`config.mk`:
```
export PLATFORM = sky130hd
export DESIGN_NAME = dual_cia_timer_interrupt_unit_core
export DESIGN_NICKNAME = d
export VERILOG_FILES = /design/src/design/dcia_pkg.sv /design/src/design/dcia_keyq.sv /design/src/design/dcia_regs.sv /design/src/design/dual_cia_timer_interrupt_unit_core.sv
export SDC_FILE = /design/constraint.sdc
export NUM_CORES = 1
export LEC_CHECK = 0
export BUFFER_PORTS_ARGS = -buffer_cell sky130_fd_sc_hd__buf_2
export CORE_ASPECT_RATIO = 0.7
export CORE_MARGIN = 2
export CORE_UTILIZATION = 42
export DETAILED_ROUTE_END_ITERATION = 8
export GPL_ROUTABILITY_DRIVEN = 0
export SLEW_MARGIN = 20
export SYNTH_ARGS = -nofsm -noshare
export SYNTH_HDL_FRONTEND = slang
export SYNTH_HIERARCHICAL = 1
export SYNTH_SLANG_ARGS = --single-unit
```
`constraint.sdc`:
```
create_clock -name aclk -period 4.8 [get_ports aclk]
set_input_delay 0.96 -clock aclk [delete_from_list [all_inputs] [get_ports aclk]]
set_output_delay 0.96 -clock aclk [all_outputs]
set_load 0.1 [all_outputs]
```
`src/design/dcia_pkg.sv`:
```
package dcia_pkg;

    localparam int KEY_QUEUE_DEPTH = 8;
    localparam int KQ_IDX_W = $clog2(KEY_QUEUE_DEPTH);
    localparam int KQ_PTR_W = KQ_IDX_W + 1;

    typedef enum logic [2:0] {
        OP_READ  = 3'd0,
        OP_WRITE = 3'd1,
        OP_TICK  = 3'd2,
        OP_COUNT = 3'd3,
        OP_KEY   = 3'd4
    } op_t;

    typedef enum logic [1:0] {
        ST_OK       = 2'd0,
        ST_BAD_ADDR = 2'd1,
        ST_KEY_FULL = 2'd2,
        ST_SER_MODE = 2'd3
    } status_t;

    localparam logic [3:0] R_PRA   = 4'd0;
    localparam logic [3:0] R_PRB   = 4'd1;
    localparam logic [3:0] R_DDRA  = 4'd2;
    localparam logic [3:0] R_DDRB  = 4'd3;
    localparam logic [3:0] R_TALO  = 4'd4;
    localparam logic [3:0] R_TAHI  = 4'd5;
    localparam logic [3:0] R_TBLO  = 4'd6;
    localparam logic [3:0] R_TBHI  = 4'd7;
    localparam logic [3:0] R_EVLO  = 4'd8;
    localparam logic [3:0] R_EVMID = 4'd9;
    localparam logic [3:0] R_EVHI  = 4'd10;
    localparam logic [3:0] R_SDR   = 4'd12;
    localparam logic [3:0] R_ICR   = 4'd13;
    localparam logic [3:0] R_CRA   = 4'd14;
    localparam logic [3:0] R_CRB   = 4'd15;

    localparam int CR_START   = 0;
    localparam int CR_ONESHOT = 3;
    localparam int CR_LOAD    = 4;
    localparam int CR_SPOUT   = 6;
    localparam int CR_ALARM   = 7;

    // Registered input request.
    typedef struct packed {
        op_t         op;
        logic [23:0] bus_address;
        logic [7:0]  write_data;
        logic        tod_chip;
        logic        key_pressed;
        logic [6:0]  key_code;
    } req_t;

    // Result of one request.
    typedef struct packed {
        logic [7:0] read_data;
        logic [1:0] irq_lines;
        logic       overlay;
        logic       power_led;
        status_t    status;
    } res_t;

    // Address decode result.
    typedef struct packed {
        logic       ok;
        logic       chip;
        logic [3:0] regno;
    } dec_t;

    function automatic dec_t decode(input logic [23:0] a);
        dec_t d;
        d.chip  = ~a[0];
        d.regno = a[11:8];
        d.ok    = (a[7:4] == 4'd0) &&
                  ((a[0] && a >= 24'hBFE001 && a <= 24'hBFEF01) ||
                   (!a[0] && a >= 24'hBFD000 && a <= 24'hBFDF00));
        return d;
    endfunction

endpackage

```
`src/design/dcia_keyq.sv`:
```
module dcia_keyq (
    input  logic                          aclk,
    input  logic                          aresetn,
    input  logic                          push,
    input  logic [7:0]                    push_data,
    input  logic                          pop,
    output logic                          full,
    output logic                          empty,
    output logic [7:0]                    head_data
);

    logic [7:0]                   mem [dcia_pkg::KEY_QUEUE_DEPTH];
    logic [dcia_pkg::KQ_PTR_W-1:0] head_reg;
    logic [dcia_pkg::KQ_PTR_W-1:0] tail_reg;

    // Pointers run modulo twice the depth; the top bit tells full from empty.
    assign empty = (head_reg == tail_reg);
    assign full  = (head_reg[dcia_pkg::KQ_IDX_W] != tail_reg[dcia_pkg::KQ_IDX_W]) &&
                   (head_reg[dcia_pkg::KQ_IDX_W-1:0] == tail_reg[dcia_pkg::KQ_IDX_W-1:0]);
    assign head_data = mem[tail_reg[dcia_pkg::KQ_IDX_W-1:0]];

    always_ff @(posedge aclk) begin
        if (push && !full) begin
            mem[head_reg[dcia_pkg::KQ_IDX_W-1:0]] <= push_data;
        end
    end

    always_ff @(posedge aclk) begin
        if (!aresetn) begin
            head_reg <= '0;
            tail_reg <= '0;
        end else begin
            if (push && !full) begin
                head_reg <= head_reg + 1'b1;
            end
            if (pop && !empty) begin
                tail_reg <= tail_reg + 1'b1;
            end
        end
    end

`ifndef ASSERT_OFF
    a_no_both_flags: assert property (@(posedge aclk) disable iff (!aresetn)
        !(full && empty)) else $error("key queue both full and empty");
    a_push_full_holds: assert property (@(posedge aclk) disable iff (!aresetn)
        (full && push && !pop) |=> $stable(head_reg)) else $error("push into full queue");
    a_pop_empty_holds: assert property (@(posedge aclk) disable iff (!aresetn)
        (empty && pop) |=> $stable(tail_reg)) else $error("pop from empty queue");
`endif

endmodule

```
`src/design/dcia_regs.sv`:
```
module dcia_regs (
    input  logic            aclk,
    input  logic            aresetn,
    input  logic            req_valid,
    input  dcia_pkg::req_t  req,
    output dcia_pkg::res_t  res
);

    logic [7:0]  pout_reg [4];
    logic [7:0]  pdir_reg [4];
    logic [7:0]  cr_reg   [4];
    logic [15:0] rld_reg  [4];
    logic [15:0] cnt_reg  [4];
    logic [6:0]  ien_reg  [2];
    logic [7:0]  ifl_reg  [2];
    logic [7:0]  sdr_reg  [2];
    logic [23:0] ev_reg   [2];
    logic [24:0] snap_reg [2];
    logic [23:0] alm_reg  [2];
    logic        ack_reg;

    logic [7:0]  pout_next [4];
    logic [7:0]  pdir_next [4];
    logic [7:0]  cr_next   [4];
    logic [15:0] rld_next  [4];
    logic [15:0] cnt_next  [4];
    logic [6:0]  ien_next  [2];
    logic [7:0]  ifl_next  [2];
    logic [7:0]  sdr_next  [2];
    logic [23:0] ev_next   [2];
    logic [24:0] snap_next [2];
    logic [23:0] alm_next  [2];
    logic        ack_next;

    logic        kq_push, kq_pop, kq_full, kq_empty;
    logic [7:0]  kq_head;
    logic [7:0]  kq_data;

    dcia_pkg::dec_t dec;

    assign dec     = dcia_pkg::decode(req.bus_address);
    assign kq_data = {~req.key_code, req.key_pressed};

    dcia_keyq u_keyq (
        .aclk      (aclk),
        .aresetn   (aresetn),
        .push      (kq_push),
        .push_data (kq_data),
        .pop       (kq_pop),
        .full      (kq_full),
        .empty     (kq_empty),
        .head_data (kq_head)
    );

    // Next-state and result logic for one request.
    always_comb begin
        logic [1:0]  t;
        logic [23:0] v;
        logic [7:0]  w;
        logic [7:0]  m;
        logic        c;
        logic [2:0]  sh;
        pout_next = pout_reg;
        pdir_next = pdir_reg;
        cr_next   = cr_reg;
        rld_next  = rld_reg;
        cnt_next  = cnt_reg;
        ien_next  = ien_reg;
        ifl_next  = ifl_reg;
        sdr_next  = sdr_reg;
        ev_next   = ev_reg;
        snap_next = snap_reg;
        alm_next  = alm_reg;
        ack_next  = ack_reg;
        kq_push   = 1'b0;
        kq_pop    = 1'b0;
        res.read_data = 8'd0;
        res.status    = dcia_pkg::ST_OK;
        t  = '0;
        v  = '0;
        w  = req.write_data;
        m  = '0;
        c  = dec.chip;
        sh = '0;
        if (req_valid) begin
            case (req.op)
                dcia_pkg::OP_READ: begin
                    if (!dec.ok) begin
                        res.read_data = 8'hFF;
                        res.status    = dcia_pkg::ST_BAD_ADDR;
                    end else begin
                        v = snap_reg[c][24] ? snap_reg[c][23:0] : ev_reg[c];
                        case (dec.regno)
                            dcia_pkg::R_PRA, dcia_pkg::R_PRB: begin
                                t = {c, dec.regno[0]};
                                res.read_data = (pout_reg[t] & pdir_reg[t]) | ~pdir_reg[t];
                            end
                            dcia_pkg::R_DDRA, dcia_pkg::R_DDRB:
                                res.read_data = pdir_reg[{c, dec.regno[0]}];
                            dcia_pkg::R_TALO: res.read_data = cnt_reg[{c, 1'b0}][7:0];
                            dcia_pkg::R_TAHI: res.read_data = cnt_reg[{c, 1'b0}][15:8];
                            dcia_pkg::R_TBLO: res.read_data = cnt_reg[{c, 1'b1}][7:0];
                            dcia_pkg::R_TBHI: res.read_data = cnt_reg[{c, 1'b1}][15:8];
                            dcia_pkg::R_EVLO: begin
                                res.read_data = v[7:0];
                                snap_next[c]  = '0;
                            end
                            dcia_pkg::R_EVMID: res.read_data = v[15:8];
                            dcia_pkg::R_EVHI: begin
                                snap_next[c]  = {1'b1, ev_reg[c]};
                                res.read_data = ev_reg[c][23:16];
                            end
                            dcia_pkg::R_SDR: res.read_data = sdr_reg[c];
                            dcia_pkg::R_ICR: begin
                                res.read_data = ifl_reg[c];
                                ifl_next[c]   = '0;
                            end
                            dcia_pkg::R_CRA, dcia_pkg::R_CRB:
                                res.read_data = cr_reg[{c, dec.regno[0]}];
                            default: res.read_data = 8'hFF;
                        endcase
                    end
                end
                dcia_pkg::OP_WRITE: begin
                    if (!dec.ok) begin
                        res.status = dcia_pkg::ST_BAD_ADDR;
                    end else begin
                        t = {c, dec.regno[1]};
                        case (dec.regno)
                            dcia_pkg::R_PRA, dcia_pkg::R_PRB:
                                pout_next[{c, dec.regno[0]}] = w;
                            dcia_pkg::R_DDRA, dcia_pkg::R_DDRB:
                                pdir_next[{c, dec.regno[0]}] = w;
                            dcia_pkg::R_TALO, dcia_pkg::R_TBLO:
                                rld_next[t][7:0] = w;
                            dcia_pkg::R_TAHI, dcia_pkg::R_TBHI: begin
                                rld_next[t][15:8] = w;
                                if (cr_reg[t][dcia_pkg::CR_ONESHOT]) begin
                                    cnt_next[t] = {w, rld_reg[t][7:0]};
                                    cr_next[t][dcia_pkg::CR_START] = 1'b1;
                                end
                            end
                            dcia_pkg::R_EVLO, dcia_pkg::R_EVMID, dcia_pkg::R_EVHI: begin
                                sh = {dec.regno[1:0], 3'b000} == 5'd0 ? 3'd0 :
                                     (dec.regno[1:0] == 2'd1 ? 3'd1 : 3'd2);
                                if (cr_reg[{c, 1'b1}][dcia_pkg::CR_ALARM]) begin
                                    case (sh)
                                        3'd0:    alm_next[c][7:0]   = w;
                                        3'd1:    alm_next[c][15:8]  = w;
                                        default: alm_next[c][23:16] = w;
                                    endcase
                                end else begin
                                    case (sh)
                                        3'd0:    ev_next[c][7:0]   = w;
                                        3'd1:    ev_next[c][15:8]  = w;
                                        default: ev_next[c][23:16] = w;
                                    endcase
                                end
                            end
                            dcia_pkg::R_SDR: begin
                                if (!cr_reg[{c, 1'b0}][dcia_pkg::CR_SPOUT]) begin
                                    res.status = dcia_pkg::ST_SER_MODE;
                                end else begin
                                    ack_next   = 1'b1;
                                    sdr_next[c] = w;
                                end
                            end
                            dcia_pkg::R_ICR: begin
                                if (w[7]) ien_next[c] = ien_reg[c] | w[6:0];
                                else      ien_next[c] = ien_reg[c] & ~w[6:0];
                            end
                            dcia_pkg::R_CRA, dcia_pkg::R_CRB: begin
                                t = {c, dec.regno[0]};
                                if (w[dcia_pkg::CR_LOAD]) begin
                                    w[dcia_pkg::CR_LOAD] = 1'b0;
                                    cnt_next[t] = rld_reg[t];
                                    if (w[dcia_pkg::CR_ONESHOT]) w[dcia_pkg::CR_START] = 1'b1;
                                end
                                cr_next[t] = w;
                            end
                            default: ;
                        endcase
                    end
                end
                dcia_pkg::OP_TICK: begin
                    // Four timers count in parallel; each raises its own flag.
                    for (int k = 0; k < 4; k++) begin
                        if (cr_reg[k][dcia_pkg::CR_START]) begin
                            if (cnt_reg[k] == 16'd0) begin
                                if (cr_reg[k][dcia_pkg::CR_ONESHOT]) begin
                                    cnt_next[k] = 16'hFFFF;
                                    cr_next[k][dcia_pkg::CR_START] = 1'b0;
                                end else begin
                                    cnt_next[k] = rld_reg[k];
                                end
                                ifl_next[k/2][k%2] = 1'b1;
                                if (ien_reg[k/2][k%2]) ifl_next[k/2][7] = 1'b1;
                            end else begin
                                cnt_next[k] = cnt_reg[k] - 16'd1;
                            end
                        end
                    end
                    // Hand the oldest key to the serial register of chip 0.
                    if (!kq_empty && ack_reg && !cr_reg[0][dcia_pkg::CR_SPOUT]) begin
                        ack_next    = 1'b0;
                        sdr_next[0] = kq_head;
                        kq_pop      = 1'b1;
                        ifl_next[0][3] = 1'b1;
                        if (ien_reg[0][3]) ifl_next[0][7] = 1'b1;
                    end
                end
                dcia_pkg::OP_COUNT:
                    ev_next[req.tod_chip] = ev_reg[req.tod_chip] + 24'd1;
                dcia_pkg::OP_KEY: begin
                    if (kq_full) res.status = dcia_pkg::ST_KEY_FULL;
                    else         kq_push    = 1'b1;
                end
                default: ;
            endcase
        end
        m = (pout_next[0] & pdir_next[0]) | ~pdir_next[0];
        res.irq_lines = {ifl_next[1][7], ifl_next[0][7]};
        res.overlay   = m[0];
        res.power_led = ~m[1];
    end

    always_ff @(posedge aclk) begin
        if (!aresetn) begin
            for (int i = 0; i < 4; i++) begin
                pout_reg[i] <= '0;
                pdir_reg[i] <= '0;
                cr_reg[i]   <= '0;
                rld_reg[i]  <= '0;
                cnt_reg[i]  <= '0;
            end
            for (int i = 0; i < 2; i++) begin
                ien_reg[i]  <= '0;
                ifl_reg[i]  <= '0;
                sdr_reg[i]  <= '0;
                ev_reg[i]   <= '0;
                snap_reg[i] <= '0;
                alm_reg[i]  <= '0;
            end
            ack_reg <= 1'b1;
        end else begin
            pout_reg <= pout_next;
            pdir_reg <= pdir_next;
            cr_reg   <= cr_next;
            rld_reg  <= rld_next;
            cnt_reg  <= cnt_next;
            ien_reg  <= ien_next;
            ifl_reg  <= ifl_next;
            sdr_reg  <= sdr_next;
            ev_reg   <= ev_next;
            snap_reg <= snap_next;
            alm_reg  <= alm_next;
            ack_reg  <= ack_next;
        end
    end

`ifndef ASSERT_OFF
    a_no_load_bit: assert property (@(posedge aclk) disable iff (!aresetn)
        !cr_reg[0][dcia_pkg::CR_LOAD] && !cr_reg[2][dcia_pkg::CR_LOAD])
        else $error("force load bit stored");
    a_idle_holds: assert property (@(posedge aclk) disable iff (!aresetn)
        !req_valid |=> $stable(ev_reg[0]) && $stable(ifl_reg[0]))
        else $error("state changed without a request");
    a_pop_clears_ack: assert property (@(posedge aclk) disable iff (!aresetn)
        kq_pop |=> !ack_reg) else $error("key handed over without ack drop");
`endif

endmodule

```
`src/design/dual_cia_timer_interrupt_unit_core.sv`:
```
// Path: the request is registered in the input register, and its result is registered
// in the output register, or in the skid stage while the output stalls.
// Throughput: one request per cycle while m_tready is high, all work done in a single
// pass; a skid stage holds the in-flight result while the output stalls.
// Reset: aresetn synchronous, active low; valid flags and register-file state cleared, key ack set,
// the key queue pointers cleared; request and result data and key queue storage left unset.
module dual_cia_timer_interrupt_unit_core (
    input  logic        aclk,
    input  logic        aresetn,
    input  logic        s_tvalid,
    output logic        s_tready,
    // tdata: op[2:0], bus_address[26:3], write_data[34:27], tod_chip[35],
    // key_pressed[36], key_code[43:37], zero fill [47:44]
    input  logic [47:0] s_tdata,
    output logic        m_tvalid,
    input  logic        m_tready,
    // tdata: read_data[7:0], irq_lines[9:8], overlay[10], power_led[11],
    // status[13:12], zero fill [15:14]
    output logic [15:0] m_tdata
);

    dcia_pkg::req_t req_reg;
    logic           req_vld_reg;
    dcia_pkg::res_t res;
    dcia_pkg::res_t out_reg, skid_reg;
    logic           out_vld_reg, skid_vld_reg;
    logic           fire;

    // Accept only while a slot is certain to be free for the result of this request.
    assign s_tready = !skid_vld_reg && !(out_vld_reg && req_vld_reg && !m_tready);
    assign fire     = s_tvalid && s_tready;

    // Input register.
    always_ff @(posedge aclk) begin
        if (!aresetn) begin
            req_vld_reg <= 1'b0;
        end else begin
            req_vld_reg <= fire;
        end
        if (fire) begin
            req_reg.op          <= dcia_pkg::op_t'(s_tdata[2:0]);
            req_reg.bus_address <= s_tdata[26:3];
            req_reg.write_data  <= s_tdata[34:27];
            req_reg.tod_chip    <= s_tdata[35];
            req_reg.key_pressed <= s_tdata[36];
            req_reg.key_code    <= s_tdata[43:37];
        end
    end

    dcia_regs u_regs (
        .aclk      (aclk),
        .aresetn   (aresetn),
        .req_valid (req_vld_reg),
        .req       (req_reg),
        .res       (res)
    );

    // Output register with a skid stage behind it.
    always_ff @(posedge aclk) begin
        if (!aresetn) begin
            out_vld_reg  <= 1'b0;
            skid_vld_reg <= 1'b0;
        end else begin
            if (!out_vld_reg || m_tready) begin
                if (skid_vld_reg) begin
                    out_reg      <= skid_reg;
                    out_vld_reg  <= 1'b1;
                    skid_vld_reg <= 1'b0;
                    if (req_vld_reg) begin
                        skid_reg     <= res;
                        skid_vld_reg <= 1'b1;
                    end
                end else begin
                    out_reg     <= res;
                    out_vld_reg <= req_vld_reg;
                end
            end else if (req_vld_reg) begin
                skid_reg     <= res;
                skid_vld_reg <= 1'b1;
            end
        end
    end

    assign m_tvalid = out_vld_reg;
    assign m_tdata  = {2'b00, out_reg.status, out_reg.power_led, out_reg.overlay,
                       out_reg.irq_lines, out_reg.read_data};

`ifndef ASSERT_OFF
    a_skid_needs_out: assert property (@(posedge aclk) disable iff (!aresetn)
        skid_vld_reg |-> out_vld_reg) else $error("skid full with output empty");
    a_no_accept_skid: assert property (@(posedge aclk) disable iff (!aresetn)
        skid_vld_reg |-> !fire) else $error("request taken with skid full");
    a_result_lands: assert property (@(posedge aclk) disable iff (!aresetn)
        req_vld_reg |=> out_vld_reg) else $error("result lost");
`endif

endmodule
```
# [Word level (Yosys, flattened, before mapping)]
# Memory sizes are Yosys's and may differ from the RTL's. A register that Yosys moved wholly into a read port is not among the register bits.
# Cells that the tools add are included.
[op_classes] mux=227 reduce_logical=72 div=0 magnitude_cmp=14 n_eq_ne=44 addsub=7 bitwise=23 shift=0 mul=0
[ops] operator="16-bit two-way mux" count=29
[ops] operator="64-bit one-hot mux with 2 select lines" count=3
[ops] operator="32-bit two-way mux" count=9
[ops] operator="64-bit bitwise mux" count=4
[ops] operator="48-bit bitwise mux" count=4
[ops] operator="24-bit two-way mux" count=8
[ops] operator="64-bit two-way mux" count=3
[ops] operator="8-bit two-way mux" count=24
[ops] operator="48-bit one-hot mux with 2 select lines" count=2
[ops] operator="48-bit two-way mux" count=3
[ops] operator="16-bit binary-select mux with 2-bit select" count=4
[ops] operator="16-bit demux with 2-bit select" count=4
[ops] operator="25-bit two-way mux" count=5
[ops] operator="50-bit one-hot mux with 2 select lines" count=1
[ops] operator="8-bit binary-select mux with 2-bit select" count=6
[ops] operator="32-bit bitwise mux" count=3
[ops] operator="24-bit demux with 1-bit select" count=4
[ops] operator="8-bit one-hot mux with 12 select lines" count=1
[ops] operator="14-bit two-way mux" count=5
[ops] operator="1-bit two-way mux" count=65
[ops] operator="16-bit zero test" count=4
[ops] operator="32-bit one-hot mux with 2 select lines" count=1
[ops] operator="16-bit by 1-bit subtractor with 16-bit output (second input constant)" count=4
[ops] operator="50-bit AND" count=1
[ops] operator="other kinds (70)" count=190
[word_totals] output_inout_bits=18 mem_bits_rw=64 mem_count=1 ff_bits=452 mem_bits_ro=0 word_cells=451 latch_bits=0 in_bits=52
[memory_table] name="u_regs.u_keyq.mem" words=8 word_bits=8 rd=1 rd_ports_with_merged_regs=1 wr=1 line_no="dcia_keyq.sv:12" text="logic [7:0] mem [dcia_pkg::KEY_QUEUE_DEPTH];"

# [Longest topological paths before layout]
[depth] word_depth=17 ltp_mapped=13 mapped_depth_nobuf=9

# [Cells and area by module]
# Netlist, hierarchy kept.
[modules_own_cells] module="dcia_regs" seq_area_each_um2=6806.5 instances=1 area_each_um2=20100.5 cells_each=2465
[modules_own_cells] module="dcia_keyq" seq_area_each_um2=2142.1 instances=1 area_each_um2=3251.9 cells_each=176
[modules_own_cells] module="dual_cia_timer_interrupt_unit_core" seq_area_each_um2=2222.1 instances=1 area_each_um2=2553.7 cells_each=104

# [Worst setup path after synthesis]
# No wires, ideal clock.
[synth_timing] kind="reg2reg" start="register req_reg[8] (netlist bit)" end="register u_regs/ev_reg[22] (netlist bit)" n_path_buf=5 slack_ps=1350 synth_period_minus_slack_ps=3450 arrival_time_ps=3333 t_required_ps=4683 setup_ps=117 stages_incl_launch_ff=14 cell_sequence="edfxtp_1 > buf_2 > clkbuf_1 > clkbuf_1 > clkbuf_1 > mux2_2 > ha_1 > nand4_1 > a221oi_1 > and2_0 > clkbuf_1 > nand3_1 > a211o_1 > a32o_1"
[synth_via] elab_chain_len=7 word_cells_on_any_way=12 classes_between="add/sub: 1; order compare: 2; mux: 7; bitwise: 1; reduce/logical: 1"
[synth_rtl] element="from (decl)" line_no="dual_cia_timer_interrupt_unit_core.sv:22" text="dcia_pkg::req_t req_reg;"
[synth_rtl] element="1-bit inverter with 2-bit output (implied by the code) *" line_no="dcia_regs.sv:213" text="ev_next[req.tod_chip] = ev_reg[req.tod_chip] + 24'd1;"
[synth_rtl] element="24-bit two-way mux (implied by the code) (tied with other cells)" line_no="dcia_regs.sv:213"
[synth_rtl] element="24-bit two-way mux (implied by the code) or 1-bit logical AND (tied branches)" line_no="dcia_regs.sv:213"
[synth_rtl] element="24-bit two-way mux (implied by the code)" line_no="dcia_regs.sv:213"
[synth_rtl] element="24-bit by 1-bit adder with 24-bit output or 24-bit demux with 1-bit select (tied branches)" line_no="dcia_regs.sv:213"
[synth_rtl] element="48-bit bitwise mux *" line_no="dcia_regs.sv:213"
[synth_rtl] element="48-bit one-hot mux with 2 select lines *" line_no="dcia_regs.sv:86" text="case (req.op)"
[synth_rtl] element="to (signal assigned)" line_no="dcia_regs.sv:254" text="ev_reg <= ev_next;"
[synth_rtl] element="to (decl)" line_no="dcia_regs.sv:17" text="logic [23:0] ev_reg [2];"
# Every way passes the cells marked *; elsewhere a longest branch is shown, timed or not. The select of a mux whose other input is x is not followed.
# A chain may end at the register's enable or synchronous reset.

==> results.json <==
{
  "ys_seq_area_frac": 0.431,
  "yosysWarnings": 6,
  "arrival_ps": 4540,
  "drv_slew": 0,
  "dp.cells": 3478,
  "area_delta_synth_final_pct": 10.9,
  "cts_resized": 0,
  "p_switching_mw": 2.46,
  "synth_top_family_by_area": "compound AO/OA/AOI/OAI gates",
  "finalPower_mw": 9.33,
  "die_width_um": 301,
  "cts_root_buf": "clkbuf_16",
  "mostFrequentLayoutCells": "dfxtp_1 (354), nand2_1 (344), nor2_1 (182)",
  "clkLatencyLatePin_ps": 670,
  "crit_type": "reg2reg",
  "cp-end-kind": "flop",
  "final_cells": 3573,
  "fp.dieH_um": 212,
  "setup_viol_count_final": 0,
  "tightest_slew_ps": 1230,
  "ys_types": 107,
  "cts.path.max_buffers": 3,
  "ir_drop_mv": 0.261,
  "clock_power_share": 0.455,
  "cts.htree.levels": 2,
  "maxCapViolCount": 0,
  "final.setup_skew_ps": 64.8,
  "syn_inst": 2745,
  "final_nets": 2771,
  "p_sw_frac": 0.264,
  "synth_xor_area_frac": 0.0131,
  "synth_top_area_cell": "dfxtp_1",
  "synthTopCellsByArea": "dfxtp_1 (27%), edfxtp_1 (16%), mux2i_1 (6.1%)",
  "timing.final.ws_setup_ps": 676,
  "clk_pin_slew_ps": 70,
  "cp.required_ps": 5220,
  "netlist_area_um2": 25900,
  "ys_ff_latch": 490,
  "hold_class": "reg2reg",
  "relSlewSlack": 0.161,
  "ant_nets": 0,
  "dr.pass1.iters": 6,
  "ios": 70,
  "hold_violations": 0,
  "track_usage": 0.291,
  "final_common_cell": "dfxtp_1",
  "fillerInstances": 5748,
  "combPwrFrac": 0.080,
  "p_per_area_nw_per_um2": 325,
  "layout-drive-gt1-share": 0.141,
  "async_flop_share": 0,
  "whs_path_depth": 2,
  "hpwl_um": 64800,
  "synth.top_cell.area_share": 0.274,
  "wl_per_cell_um": 26.5,
  "vias": 23600,
  "synthAdderAreaFrac": 0.00386,
  "muxShareOfSynthArea": 0.123,
  "coreArea_um2": 61200,
  "avgSynthCellArea_um2": 9.44,
  "grt_start_max_net_pins": 87,
  "synthFlopType": "dfxtp_1",
  "seqCellArea_um2": 11200,
  "numCtsBuffers": 50,
  "io_buffers": 63,
  "multi_input_area_um2": 13700,
  "seqPwrFrac": 0.465,
  "fin_area_um2": 28700,
  "die-area_um2": 63700,
  "min_period_ps": 4120,
  "grt_overflow_total": 0,
  "cts_sinks": 490,
  "initial_utilization": 0.423,
  "cts_setup_buffers": 0,
  "drt_iter0_drc": 3401,
  "vias_per_cell": 6.60,
  "r2r_cells": 7,
  "hold_buffers": 0,
  "worstPathMaxFanout": 16,
  "tritoncts": "done",
  "critPathLaunchType": "flop",
  "rsz0062_at_grt": "no",
  "min_period_over_period": 0.859,
  "antenna_found_initial": 2,
  "fmax_mhz": 242,
  "grt_pass1_vias": 21900,
  "placed_area_um2": 26900,
  "status": "completed",
  "place_ws_ps": 1060,
  "drc_errors": 0,
  "synth-compound-area-share": 0.203,
  "num_rows": 76,
  "p_int_mw": 6.86,
  "synth_edf_count": 136,
  "routed_wl_um": 94600,
  "synthSimpleGateAreaFrac": 0.182,
  "setup_tns_ps": 0,
  "leakagePower_nw": 9.94,
  "grt_pass1_wl_um": 141000
}
[cell families (layout without fill, tap and decap cells)]
family / after synthesis / count (layout)
multiplexers: 239 / 239
XOR/XNOR: 38 / 38
AO/OA/AOI/OAI: 753 / 753
buffers and inverters: 270 / 277
other: 1 / 3
adder cells (fa/ha/maj): 8 / 8
flip-flops: 490 / 490
AND/OR/NAND/NOR: 946 / 946
[cell usage after synthesis, types with 32 or more instances]
master	n
a21oi_1	164
a22o_1	39
a31o_2	33
a31oi_1	35
clkbuf_1	170
dfxtp_1	354
edfxtp_1	136
inv_1	43
mux2i_1	157
mux4_2	35
nand2_1	344
nand3_1	90
nand4_1	32
nor2_1	182
nor3_1	66
o211ai_1	32
o21ai_0	145
[routing by layer]
| metal | GRT usage | part of all wire | routed length [um] |
|---|---|---|---|
| met1 | 0.431 | 0.44 | 41600 |
| met2 | 0.397 | 0.40 | 37400 |
| met3 | 0.0859 | 0.13 | 12500 |
| met4 | 0.100 | 0.033 | 3170 |
| met5 | 0 | 0.00014 | 13 |
[per-stage QoR]
stage | hold WS [ps] | util
2_1_floorplan | 429 | -
3_3_place_gp | 438 | 0.440
3_5_place_dp | 445 | 0.440
4_1_cts | 454 | 0.469
5_1_grt | 470 | 0.469
6_report | 454 | 0.469
[worst paths after layout]
path | slack [ps] | startpoint | end
max | 680 | req_reg[28] | m_tdata[4]
min | 450 | u_regs/sdr_reg[6] | u_regs/sdr_reg[6]
max reg2reg | 680 | req_reg[28] | m_tdata[4]
min reg2reg | 450 | u_regs/sdr_reg[6] | u_regs/sdr_reg[6]
[power by group through the flow]
stage | sequential, mW | clock, mW | combinational (mW)
floorplan | 4.44 | 0 | 0.424
global placement | 4.43 | 0 | 0.702
detailed placement | 4.43 | 0 | 0.713
CTS | 4.34 | 4.30 | 0.715
global route | 4.34 | 4.46 | 0.772
finish | 4.34 | 4.25 | 0.744
[cell type report]
| cell class | count | share of cell area |
|---|---|---|
| sequential | 490 | 0.389 |
| timing repair buffer | 139 | 0.0324 |
| tap | 819 | 0.0357 |
| multi-input combinational | 1986 | 0.475 |
| inverter | 44 | 0.00583 |
| antenna | 1 | 0.0000871 |
| clock buffer | 65 | 0.0494 |
| clock inverter | 29 | 0.0128 |
[worst max-delay path, stage by stage (launching register included)]
cell,delay [ps]
edfxtp_1,710
nand2b_1,770
nor2_1,240
a222oi_1,340
nor2_1,60
a2111oi_0,960
a31oi_1,430
mux2_4,380
(Power assumes the default switching activity.)
